**config.mk**
```make
export PLATFORM = sky130hd
export DESIGN_NAME = scalar_kalman_filter_top_flat
export DESIGN_NICKNAME = d
export VERILOG_FILES = /design/src/rtl/skf_pkg.sv /design/src/rtl/skf_if.sv /design/src/rtl/skf_sequencer.sv /design/src/rtl/scalar_kalman_filter_top.sv /design/src/flat_wrapper.sv
export SDC_FILE = /design/constraint.sdc
export NUM_CORES = 2
export LEC_CHECK = 0
export BUFFER_PORTS_ARGS = -buffer_cell sky130_fd_sc_hd__buf_2
export CAP_MARGIN = 20
export CORE_MARGIN = 2
export CORE_UTILIZATION = 51
export DETAILED_ROUTE_END_ITERATION = 7
export GPL_TIMING_DRIVEN = 0
export PLACE_DENSITY = 0.67
export SYNTH_ARGS = -nofsm -noshare
export SYNTH_HDL_FRONTEND = slang
export SYNTH_SLANG_ARGS = --single-unit
```
**constraint.sdc**
```tcl
create_clock -name clk -period 10.3 [get_ports clk]
set_input_delay 1.545 -clock clk [delete_from_list [all_inputs] [get_ports clk]]
set_output_delay 1.545 -clock clk [all_outputs]
set_load 0.05 [all_outputs]
```
**src/rtl/skf_pkg.sv**
```systemverilog
`default_nettype none
// ----------------------------------------------------------------------------
// skf_pkg
// Shared constants, types and microcode program of the scalar Kalman filter.
// ----------------------------------------------------------------------------
package skf_pkg;

  localparam int FRAC_BITS = 16;
  localparam int VAL_W     = 32;
  localparam int NOISE_W   = 24;
  localparam int GAIN_W    = 16;
  localparam int IDX_W     = 2;

  localparam int K_W    = FRAC_BITS;
  localparam int QUO_W  = FRAC_BITS + 1;
  localparam int DEN_W  = NOISE_W + 1;
  localparam int REM_W  = NOISE_W + 2;
  localparam int DIFF_W = VAL_W + 1;
  localparam int PROD_W = K_W + 1 + DIFF_W;
  localparam int RND_W  = PROD_W - FRAC_BITS;
  localparam int SUM_W  = RND_W + 1;
  localparam int COVP_W = K_W + 1 + NOISE_W;
  localparam int CNT_W  = $clog2(FRAC_BITS + 1);
  localparam int PC_W   = 3;

  localparam logic [NOISE_W-1:0] PROCESS_NOISE_RST     = NOISE_W'(1442);
  localparam logic [NOISE_W-1:0] MEASUREMENT_NOISE_RST = NOISE_W'(40436);
  localparam logic [VAL_W-1:0]   INITIAL_ESTIMATE_RST  = '0;

  localparam logic [K_W:0]     ONE      = (K_W+1)'(1) << FRAC_BITS;
  localparam logic [PROD_W-1:0] HALF    = PROD_W'(1) << (FRAC_BITS - 1);
  localparam logic [CNT_W-1:0] DIV_STEPS = CNT_W'(FRAC_BITS);

  typedef enum logic [IDX_W-1:0] {
    REG_PROCESS_NOISE     = 2'd0,
    REG_MEASUREMENT_NOISE = 2'd1,
    REG_INITIAL_ESTIMATE  = 2'd2
  } reg_idx_t;

  typedef enum logic [2:0] {
    OP_NOP, OP_LOAD, OP_DENOM, OP_DIV, OP_GAIN, OP_MUL, OP_RND, OP_WRITE
  } op_t;

  typedef enum logic [1:0] {WAIT_NONE, WAIT_IN, WAIT_OUT} wait_t;
  typedef enum logic [1:0] {JMP_NEXT, JMP_LOOP, JMP_START} jmp_t;

  typedef struct packed {
    op_t             op;
    wait_t           wt;
    jmp_t            jmp;
    logic [PC_W-1:0] target;
  } ucode_t;

  typedef struct packed {
    op_t  op;
    logic fire;
    logic in_ready;
  } ctl_t;

  typedef struct packed {
    logic in_valid;
    logic out_busy;
    logic cnt_nz;
  } stat_t;

  function automatic ucode_t prog_rom(input logic [PC_W-1:0] pc);
    ucode_t w;
    w = '{op: OP_NOP, wt: WAIT_NONE, jmp: JMP_START, target: '0};
    unique case (pc)
      3'd0: w = '{op: OP_LOAD,  wt: WAIT_IN,   jmp: JMP_NEXT,  target: '0};
      3'd1: w = '{op: OP_DENOM, wt: WAIT_NONE, jmp: JMP_NEXT,  target: '0};
      3'd2: w = '{op: OP_DIV,   wt: WAIT_NONE, jmp: JMP_LOOP,  target: 3'd2};
      3'd3: w = '{op: OP_GAIN,  wt: WAIT_NONE, jmp: JMP_NEXT,  target: '0};
      3'd4: w = '{op: OP_MUL,   wt: WAIT_NONE, jmp: JMP_NEXT,  target: '0};
      3'd5: w = '{op: OP_RND,   wt: WAIT_NONE, jmp: JMP_NEXT,  target: '0};
      3'd6: w = '{op: OP_WRITE, wt: WAIT_OUT,  jmp: JMP_START, target: '0};
      default: w = '{op: OP_NOP, wt: WAIT_NONE, jmp: JMP_START, target: '0};
    endcase
    return w;
  endfunction

endpackage
`default_nettype wire

```
**src/rtl/skf_if.sv**
```systemverilog
`default_nettype none
// ----------------------------------------------------------------------------
// skf_meas_if / skf_result_if
// Valid/ready channels for measurement items and result items.
// ----------------------------------------------------------------------------
interface skf_meas_if;
  logic                              valid;
  logic                              ready;
  logic signed [skf_pkg::VAL_W-1:0]  measurement;
  modport source (output valid, output measurement, input ready);
  modport sink   (input valid, input measurement, output ready);
endinterface

interface skf_result_if;
  logic                               valid;
  logic                               ready;
  logic signed [skf_pkg::VAL_W-1:0]   estimate;
  logic        [skf_pkg::NOISE_W-1:0] covariance;
  logic        [skf_pkg::GAIN_W-1:0]  gain;
  modport source (output valid, output estimate, output covariance, output gain,
                  input ready);
  modport sink   (input valid, input estimate, input covariance, input gain,
                  output ready);
endinterface
`default_nettype wire

```
**src/rtl/skf_sequencer.sv**
```systemverilog
`default_nettype none
// ----------------------------------------------------------------------------
// skf_sequencer
// Step counter over the microcode ROM; handles waits and jumps.
// ----------------------------------------------------------------------------
module skf_sequencer (
  input  wire logic           clk,
  input  wire logic           rst,
  input  wire skf_pkg::stat_t stat,
  output skf_pkg::ctl_t       ctl
);

  logic [skf_pkg::PC_W-1:0] pc;
  logic [skf_pkg::PC_W-1:0] pc_next;
  skf_pkg::ucode_t          uw;
  logic                     stall;

  always_comb begin
    uw = skf_pkg::prog_rom(pc);
    unique case (uw.wt)
      skf_pkg::WAIT_IN:  stall = !stat.in_valid;
      skf_pkg::WAIT_OUT: stall = stat.out_busy;
      default:           stall = 1'b0;
    endcase
    ctl.op       = uw.op;
    ctl.fire     = !stall;
    ctl.in_ready = (uw.wt == skf_pkg::WAIT_IN);
    if (stall) begin
      pc_next = pc;
    end else begin
      unique case (uw.jmp)
        skf_pkg::JMP_LOOP:  pc_next = stat.cnt_nz ? uw.target : pc + 1'b1;
        skf_pkg::JMP_START: pc_next = '0;
        default:            pc_next = pc + 1'b1;
      endcase
    end
  end

  always_ff @(posedge clk) begin
    if (rst) begin
      pc <= '0;
    end else begin
      pc <= pc_next;
    end
  end

endmodule
`default_nettype wire

```
**src/rtl/scalar_kalman_filter_top.sv**
```systemverilog
`default_nettype none
// ----------------------------------------------------------------------------
// scalar_kalman_filter_top
// Scalar Kalman filter, constant-state model, fixed point, microcoded.
// ----------------------------------------------------------------------------
//  channel  dir  handshake        payload
//  meas     in   valid/ready      measurement (Q16.16 signed)
//  result   out  valid/ready      estimate, covariance (Q8.16), gain (Q0.16)
//  cfg      in   cfg_wr_en        cfg_index, cfg_data
//
//  The restoring divider for the gain runs one quotient bit per cycle over
//  FRAC_BITS + 1 steps.
//  The next item is accepted while a result waits in the output register;
//  the write step stalls only if that result has still not been taken.
//  Reset is synchronous and restores the register defaults, estimate 0,
//  covariance 0. Writing initial_estimate reloads the estimate, clears P.
// ----------------------------------------------------------------------------
module scalar_kalman_filter_top (
  input  wire logic                          clk,
  input  wire logic                          rst,
  skf_meas_if.sink                           meas,
  skf_result_if.source                       result,
  input  wire logic                          cfg_wr_en,
  input  wire logic [skf_pkg::IDX_W-1:0]     cfg_index,
  input  wire logic [skf_pkg::VAL_W-1:0]     cfg_data
);

  localparam int F = skf_pkg::FRAC_BITS;
  localparam int NW = skf_pkg::NOISE_W;

  skf_pkg::ctl_t  ctl;
  skf_pkg::stat_t stat;

  logic [NW-1:0]                      process_noise;
  logic [NW-1:0]                      measurement_noise;
  logic signed [skf_pkg::VAL_W-1:0]   estimate_reg;
  logic [NW-1:0]                      error_covariance;

  logic signed [skf_pkg::VAL_W-1:0]   meas_r;
  logic [NW-1:0]                      ptemp;
  logic [skf_pkg::DEN_W-1:0]          denom;
  logic [skf_pkg::REM_W-1:0]          rem;
  logic [skf_pkg::QUO_W-1:0]          quo;
  logic [skf_pkg::CNT_W-1:0]          cnt;
  logic [skf_pkg::K_W-1:0]            k;
  logic signed [skf_pkg::DIFF_W-1:0]  diff;
  logic signed [skf_pkg::PROD_W-1:0]  prod;
  logic [skf_pkg::COVP_W-1:0]         covp;
  logic signed [skf_pkg::RND_W-1:0]   rnd;
  logic                               out_valid;

  logic [NW:0]                        pq_sum;
  logic [NW-1:0]                      ptemp_next;
  logic                               ge;
  logic [skf_pkg::REM_W-1:0]          rem_sub;
  logic [skf_pkg::K_W-1:0]            k_next;
  logic signed [skf_pkg::PROD_W-1:0]  prod_next;
  logic [skf_pkg::COVP_W-1:0]         covp_next;
  logic signed [skf_pkg::PROD_W-1:0]  rnd_sum;
  logic signed [skf_pkg::SUM_W-1:0]   est_sum;
  logic signed [skf_pkg::VAL_W-1:0]   est_next;
  logic [NW-1:0]                      cov_next;
  logic [F+skf_pkg::GAIN_W-1:0]       gain_wide;
  logic                               out_busy;

  skf_sequencer u_seq (
    .clk  (clk),
    .rst  (rst),
    .stat (stat),
    .ctl  (ctl)
  );

  assign out_busy       = out_valid && !result.ready;
  assign stat.in_valid  = meas.valid;
  assign stat.out_busy  = out_busy;
  assign stat.cnt_nz    = (cnt != '0);
  assign meas.ready     = ctl.in_ready;
  assign result.valid   = out_valid;

  always_comb begin
    pq_sum     = {1'b0, error_covariance} + {1'b0, process_noise};
    ptemp_next = pq_sum[NW] ? '1 : pq_sum[NW-1:0];

    ge      = (rem >= {1'b0, denom});
    rem_sub = ge ? rem - {1'b0, denom} : rem;

    if (denom == '0) begin
      k_next = '0;
    end else if (quo[F]) begin
      k_next = '1;
    end else begin
      k_next = quo[F-1:0];
    end

    prod_next = $signed({1'b0, k}) * diff;
    covp_next = (skf_pkg::ONE - {1'b0, k}) * ptemp;
    rnd_sum   = prod + $signed(skf_pkg::HALF);

    est_sum = {{(skf_pkg::SUM_W-skf_pkg::VAL_W){estimate_reg[skf_pkg::VAL_W-1]}},
               estimate_reg} + {rnd[skf_pkg::RND_W-1], rnd};
    if (est_sum[skf_pkg::SUM_W-1:skf_pkg::VAL_W-1] == '0 ||
        est_sum[skf_pkg::SUM_W-1:skf_pkg::VAL_W-1] == '1) begin
      est_next = est_sum[skf_pkg::VAL_W-1:0];
    end else if (est_sum[skf_pkg::SUM_W-1]) begin
      est_next = {1'b1, {(skf_pkg::VAL_W-1){1'b0}}};
    end else begin
      est_next = {1'b0, {(skf_pkg::VAL_W-1){1'b1}}};
    end

    cov_next  = covp[F+NW-1:F];
    gain_wide = {k, {skf_pkg::GAIN_W{1'b0}}};
  end

  // configuration and filter state
  always_ff @(posedge clk) begin
    if (rst) begin
      process_noise     <= skf_pkg::PROCESS_NOISE_RST;
      measurement_noise <= skf_pkg::MEASUREMENT_NOISE_RST;
      estimate_reg      <= skf_pkg::INITIAL_ESTIMATE_RST;
      error_covariance  <= '0;
      out_valid         <= 1'b0;
    end else begin
      if (out_valid && result.ready) begin
        out_valid <= 1'b0;
      end
      if (ctl.fire && ctl.op == skf_pkg::OP_WRITE) begin
        estimate_reg     <= est_next;
        error_covariance <= cov_next;
        out_valid        <= 1'b1;
      end
      if (cfg_wr_en) begin
        unique case (cfg_index)
          skf_pkg::REG_PROCESS_NOISE:     process_noise <= cfg_data[NW-1:0];
          skf_pkg::REG_MEASUREMENT_NOISE: measurement_noise <= cfg_data[NW-1:0];
          skf_pkg::REG_INITIAL_ESTIMATE: begin
            estimate_reg     <= cfg_data;
            error_covariance <= '0;
          end
          default: ;
        endcase
      end
    end
  end

  // datapath registers driven by the microcode
  always_ff @(posedge clk) begin
    if (ctl.fire) begin
      unique case (ctl.op)
        skf_pkg::OP_LOAD: begin
          meas_r <= meas.measurement;
          ptemp  <= ptemp_next;
        end
        skf_pkg::OP_DENOM: begin
          denom <= {1'b0, ptemp} + {1'b0, measurement_noise};
          rem   <= {2'b00, ptemp};
          quo   <= '0;
          cnt   <= skf_pkg::DIV_STEPS;
        end
        skf_pkg::OP_DIV: begin
          rem <= {rem_sub[skf_pkg::REM_W-2:0], 1'b0};
          quo <= {quo[skf_pkg::QUO_W-2:0], ge};
          cnt <= cnt - 1'b1;
        end
        skf_pkg::OP_GAIN: begin
          k    <= k_next;
          diff <= {meas_r[skf_pkg::VAL_W-1], meas_r} -
                  {estimate_reg[skf_pkg::VAL_W-1], estimate_reg};
        end
        skf_pkg::OP_MUL: begin
          prod <= prod_next;
          covp <= covp_next;
        end
        skf_pkg::OP_RND: begin
          rnd <= rnd_sum[skf_pkg::PROD_W-1:F];
        end
        skf_pkg::OP_WRITE: begin
          result.estimate   <= est_next;
          result.covariance <= cov_next;
          result.gain       <= gain_wide[F+skf_pkg::GAIN_W-1:F];
        end
        default: ;
      endcase
    end
  end

  a_cov_shrinks: assert property (@(posedge clk) disable iff (rst)
    (ctl.fire && ctl.op == skf_pkg::OP_WRITE) |-> (cov_next <= ptemp))
    else $error("covariance grew past prediction");

  a_quo_bound: assert property (@(posedge clk) disable iff (rst)
    (ctl.op == skf_pkg::OP_GAIN && denom != '0) |-> (quo <= skf_pkg::ONE))
    else $error("gain quotient above one");

  a_valid_from_write: assert property (@(posedge clk) disable iff (rst)
    $rose(out_valid) |-> $past(ctl.fire && ctl.op == skf_pkg::OP_WRITE))
    else $error("result valid without write step");

  a_no_overwrite: assert property (@(posedge clk) disable iff (rst)
    (ctl.fire && ctl.op == skf_pkg::OP_WRITE) |-> !out_busy)
    else $error("result overwritten while waiting");

endmodule
`default_nettype wire
```
**src/flat_wrapper.sv**
```systemverilog
// flat-port wrapper written by rule: the top's interface ports become plain ports
module scalar_kalman_filter_top_flat 
  (clk, rst, cfg_wr_en, cfg_index, cfg_data, meas_valid, meas_measurement, meas_ready, result_valid, result_estimate, result_covariance, result_gain, result_ready);
  skf_meas_if meas_i ();
  skf_result_if result_i ();
  input  wire logic clk;
  input  wire logic rst;
  input  wire logic cfg_wr_en;
  input  wire logic [skf_pkg::IDX_W-1:0] cfg_index;
  input  wire logic [skf_pkg::VAL_W-1:0] cfg_data;
  input wire logic [$bits(meas_i.valid)-1:0] meas_valid;
  input wire logic [$bits(meas_i.measurement)-1:0] meas_measurement;
  output wire logic [$bits(meas_i.ready)-1:0] meas_ready;
  output wire logic [$bits(result_i.valid)-1:0] result_valid;
  output wire logic [$bits(result_i.estimate)-1:0] result_estimate;
  output wire logic [$bits(result_i.covariance)-1:0] result_covariance;
  output wire logic [$bits(result_i.gain)-1:0] result_gain;
  input wire logic [$bits(result_i.ready)-1:0] result_ready;
  assign meas_i.valid = meas_valid;
  assign meas_i.measurement = meas_measurement;
  assign meas_ready = meas_i.ready;
  assign result_valid = result_i.valid;
  assign result_estimate = result_i.estimate;
  assign result_covariance = result_i.covariance;
  assign result_gain = result_i.gain;
  assign result_i.ready = result_ready;
  scalar_kalman_filter_top u_core (.clk(clk), .rst(rst), .meas(meas_i), .result(result_i), .cfg_wr_en(cfg_wr_en), .cfg_index(cfg_index), .cfg_data(cfg_data));
endmodule
```
Word level (Yosys, flattened, before mapping)
Index checks and enable logic that the tools add are counted.

operators by class
  add/sub/neg operators = 9
  equal/unequal tests = 20
  magnitude comparators = 1
  multiplexer cells = 19
  reduce and logical (&&, ||, !) cells = 23
  bitwise logic cells = 1
  multipliers = 2

operator list
  cell                                                 count
  two-way mux 32 bit                                   5
  two-way mux 24 bit                                   3
  case mux 10 bit (7 select lines)                     1
  case mux 26 bit (2 select lines)                     1
  adder 24 x 24 -> 25 bit                              2
  adder 50 x 17 -> 50 bit, second input constant       1
  multiplier 17 x 33 -> 50 bit                         1
  multiplier 41 x 24 -> 40 bit                         1
  adder 32 x 34 -> 35 bit                              1
  case mux 17 bit (2 select lines)                     1
  subtractor 32 x 32 -> 33 bit                         1
  >= comparator 26 x 25 -> 1 bit                       1
  zero test 25 bit                                     1
  two-way mux 25 bit                                   1
  subtractor 25 bit                                    1
  equality test 3 bit, second input constant           7
  AND reduction 2 bit                                  9
  subtractor 17 x 16 -> 18 bit, first input constant   1
  two-way mux 16 bit                                   1
  equality test 3 x 2 -> 1 bit, second input constant  4
  case mux 5 bit (2 select lines)                      1
  equality test 2 x 1 -> 1 bit, second input constant  3
  equality test 2 bit, second input constant           3
  equality test 3 x 1 -> 1 bit, second input constant  2
  16 further kinds                                     22

storage, ports and cells
  register bits after elaboration = 482
  output and inout bits = 74
  input bits = 71
  word-level logic and storage cells = 95

Logic depth before layout (Yosys ltp)
  word-level depth = 9
  depth in mapped cells = 33
  mapped depth without buffers = 30

By module
A second synthesis with hierarchy kept.

unflattened totals
  cells, all modules = 5710
  area, all modules = 54014.3 µm²

by module, submodules not included
  module                    instances  area each (µm²)  sequential area each (µm²)  cells an instance
  scalar_kalman_filter_top  1          53711.5          12401.9                     5674
  skf_sequencer             1          302.8            60.1                        36

Worst setup path after synthesis
No wires, ideal clock.

  path type = register to register
  start = register u_core.k[5] (netlist bit)
  end = register u_core.covp[39] (netlist bit) (data pin)
  path buffers = 2
  arrival time = 7.925 ns
  setup time = 0.260 ns
  path slack = 2.115 ns
  period minus slack after synthesis = 8.185 ns
  stages on the path, launching flop included = 31
  required time = 10.040 ns
  cells stage by stage = edfxtp_1 -> clkbuf_1 -> or4_1 -> nor2_1 -> nand2_1 -> or3_1 -> xor2_1 -> clkbuf_1 -> and2_1 -> fa_1 -> fa_1 -> inv_1 -> fa_1 -> fa_1 -> inv_1 -> fa_1 -> fa_1 -> inv_1 -> fa_1 -> inv_1 -> ha_1 -> a21o_1 -> a21o_1 -> a21oi_1 -> nor2_1 -> nor2_1 -> a31oi_1 -> a2111oi_0 -> o31ai_1 -> a21oi_1 -> xnor2_1

on the way
  word-level cells in the longest chain between the ends = 2

RTL lines
  element                        line                             RTL
  start: declaration             scalar_kalman_filter_top.sv:45   logic [skf_pkg::K_W-1:0] k;
  start signal: assignment       scalar_kalman_filter_top.sv:165  k <= k_next;
  subtractor 17 x 16 -> 18 bit   scalar_kalman_filter_top.sv:96   covp_next = (skf_pkg::ONE - {1'b0, k}) * ptemp;
  multiplier 41 x 24 -> 40 bit   scalar_kalman_filter_top.sv:96
  via u_core.covp_next, one bit  scalar_kalman_filter_top.sv:58   logic [skf_pkg::COVP_W-1:0] covp_next;
  end signal: assignment         scalar_kalman_filter_top.sv:171  covp <= covp_next;
  end: declaration               scalar_kalman_filter_top.sv:48   logic [skf_pkg::COVP_W-1:0] covp;

The timed path passes the listed nets, and every way through them passes these cells.
A chain may end at the register's enable or synchronous reset.

Final worst setup path
  start = register u_core.k[6] (netlist bit)
  end = register u_core.prod[46] (netlist bit) (data pin)

on the way
  word-level cells in the longest chain between the ends = 1

RTL lines
  element                        line                             RTL
  multiplier 17 x 33 -> 50 bit   scalar_kalman_filter_top.sv:95   prod_next = $signed({1'b0, k}) * diff;
  via u_core.prod_next, one bit  scalar_kalman_filter_top.sv:57   logic signed [skf_pkg::PROD_W-1:0] prod_next;
  end signal: assignment         scalar_kalman_filter_top.sv:170  prod <= prod_next;
  end: declaration               scalar_kalman_filter_top.sv:47   logic signed [skf_pkg::PROD_W-1:0] prod;

The timed path passes the listed nets, and every way through them passes these cells.

==> run summary <==
Worst min path class: reg2reg
Mapped Area: 0.0543 mm^2
Clock Path Buffers: 3
Vias after detailed routing: 40800
Worst EP required: 10.63 ns
Worst-Margin Slew: 1.16 ns
Pre-antenna DRT Iters: 8
Final period util: 95.2%
Global-route wire length before repair: 245 mm
Htree depth: 2
Arr. time, crit path: 10.14 ns
Ys async rst share: 0%
Initial Util: 51.5%
Final hold violations: 0
I/O pin count: 145
Critical register-to-register path endpoint: u_core.prod[46]
Hold endpoint: u_core.result.gain[5]
Area Growth Syn to Fin: 8.30%
Number of synthesized flops with an enable pin: 343
Clock slew at reported path FFs: 0.06 ns
Vias in the first global route: 42200
Commonest cells in the netlist: 1035 x inv_1, 832 x fa_1, 796 x nand2_1
Tmin final: 9.81 ns
Post-Syn Nets: 7004
Origin of the critical flop-to-flop path: u_core.k[6]
Slew headroom: 22.8%
Reg2Reg Setup Slack: 0.49 ns
Mapped Cells: 5677
Die Wd: 330 um
Hold wc startpoint: u_core.k[5]
CTS tree: yes
Status: complete, but fails checks
Initial antenna violation count: 5
R2R depth: 24
Number of CTS-inserted buffers: 50
Worst setup EP type: flop
Crit Path Class: reg2reg
Core ar.: 0.105 mm^2
Top-area cell type share of the netlist area: 30.7%
Post-CTS Setup Inserts: 0
Filler Cell Count: 9459
Layout cells sized above 1: 5.52%
Area contributors post-synth: fa_1 31%, edfxtp_1 19%, ha_1 9.8%, inv_1 7.2%, nand2_1 5.5%
Endpoints failing setup: 0
Final Skew: 0.0306 ns
Seq cells post-synth: 451
Hold Path Stages: 0
Wire length per cell: 21.6 um
Syn. warnings: 0
Max reg flops: 35
Antenna viol nets, final: 0
Final HPWL DP: 128 mm
Fin nets: 7212
Grt total ovfl: 0
Crit-path max FO: 10
I/O Buffers: 144
Setup_tns: 0 ns
Fmax: 102 MHz
Biggest regs: u_core.prod (35), u_core.rnd (34), u_core.diff (33)
Detailed-route vias per instance: 5.58
Most frequent cell after synthesis: inv_1
1st-iter DRT viols: 3188
Yosys top cell by area: fa_1
GPL Wtd Cong: 0.952
CTS Root Cell: clkbuf_16
Wirelength, routed: 158 mm
Die Span Y: 330 um
Rows: 119
Drc violations: 10
Post-synthesis sequential area ratio: 23.0%
Synth Flop Type: edfxtp_1
WHS: 0.457 ns
Violated checks: design-rule violations
GRT Util Overall: 29.7%
Post-synth cell types: 82
Clk sinks: 451
Largest Register: u_core.prod
Slew Viols, Final: 0
Largest net degree at the start of global routing: 54
Synth Area per Inst: 9.56 um^2
Clk Latency, worst-skew pair: 0.64 ns
Total Die Area: 0.109 mm^2
Max-cap violation count: 0
Crit start category: flop
worst max path at each step:
stage	cells after the start	end	slack [ns]	startpoint
after CTS	32	u_core.covp[39]	0.02	u_core.k[0]
after global routing	32	u_core.covp[25]	-0.03	u_core.k[1]
after floorplan	30	u_core.covp[39]	2.12	u_core.k[5]
after detailed placement	28	u_core.covp[39]	-0.36	u_core.k[0]
after global placement	31	u_core.covp[39]	-0.54	u_core.k[0]
final	24	u_core.prod[46]	0.49	u_core.k[6]
routing by layer:
layer	routed length (um)	up-vias	GRT usage [%]	share of wire, %
met1	62000	20400	37.7	39
met4	8130	0	13.3	5.1
met5	0	-	0	0
met2	76800	1621	50.4	49
li1	-	18400	-	-
met3	11300	398	4.64	7.1
through the flow:
| stage | worst slack [ns] | area [um^2] | utilization [%] | instances |
|---|---|---|---|---|
| 2_1_floorplan | 2.12 | 54300 | - | 5677 |
| 3_3_place_gp | -0.543 | 56700 | 53.8 | 7212 |
| 3_5_place_dp | -0.356 | 57000 | 54.0 | 7225 |
| 4_1_cts | 0.0204 | 58700 | 55.7 | 7319 |
| 5_1_grt | -0.0263 | 58800 | 55.8 | 7319 |
| 6_report | 0.494 | 58800 | 55.8 | 7320 |
layout by cell type (no fill, tap or decap), drive strengths merged, types with 31 or more instances in the layout:
master / n
inv: 1044
fa: 832
nand2: 796
and2: 467
ha: 424
edfxtp: 343
clkbuf: 278
a21oi: 214
nor2: 187
buf: 171
xnor2: 152
o21ai: 116
dfxtp: 108
a21o: 81
nand3: 69
xor2: 66
nor3: 50
or2: 37
nand4: 35
o21a: 34
nand2b: 33
o22ai: 33
a31oi: 32
o221ai: 31
critical path: stages, from the launching register on:
cell       delay [ns]
edfxtp_1         0.44
clkbuf_1         0.72
clkbuf_1         0.63
nand2_1          0.16
fa_1             0.53
inv_1            0.05
fa_1             0.47
inv_1            0.05
fa_1             0.49
inv_1            0.05
fa_1             0.53
inv_1            0.07
fa_1             0.49
inv_1            0.06
fa_1             0.50
ha_1             0.35
nand4_1          0.13
nor3_1           0.86
o2111ai_1        0.37
and2_1           0.29
a211oi_1         0.62
o21ai_1          0.37
o21bai_1         0.48
a21oi_1          0.12
o311ai_0         0.64
kinds of logic (layout without fill, tap and decap cells):
| kind of cell | Yosys count | count (layout) | synth area share (%) |
|---|---|---|---|
| and+or+nand+nor | 1797 | 1797 | 16.1 |
| buffers and inverters | 1269 | 1519 | 8.81 |
| adders and majority gates | 1256 | 1256 | 40.5 |
| AOI/OAI and AO/OA | 682 | 682 | 8.11 |
| DFF | 451 | 451 | 23.0 |
| xor gates and xnor gates | 218 | 218 | 3.52 |
| muxes | 4 | 4 | 0.0761 |
| other | 0 | 2 | 0 |
cell type report:
| cell class | instances | area (um^2) | area share (%) |
|---|---|---|---|
| diodes | 2 | 5.00 | 0.00851 |
| plain buffers | 232 | 908 | 1.55 |
| clock buffers | 61 | 1350 | 2.30 |
| clock inverters | 33 | 397 | 0.675 |
| inverters | 1036 | 3890 | 6.62 |
| multi-input cells | 3957 | 37100 | 63.1 |
| flip-flops and latches | 451 | 12500 | 21.2 |
| well taps | 1391 | 1740 | 2.96 |
| repair buffers | 157 | 906 | 1.54 |
timing repair:
item / CTS / global route
hold buffers: 0 / 0
resized for setup: 3 / 30
setup endpoints to repair: 11 / 13
gates cloned: 0 / 0
pin swaps: 0 / 0
Power is not shown: default switching activity piles up to over one toggle a cycle in this logic, so the estimate is an artifact.
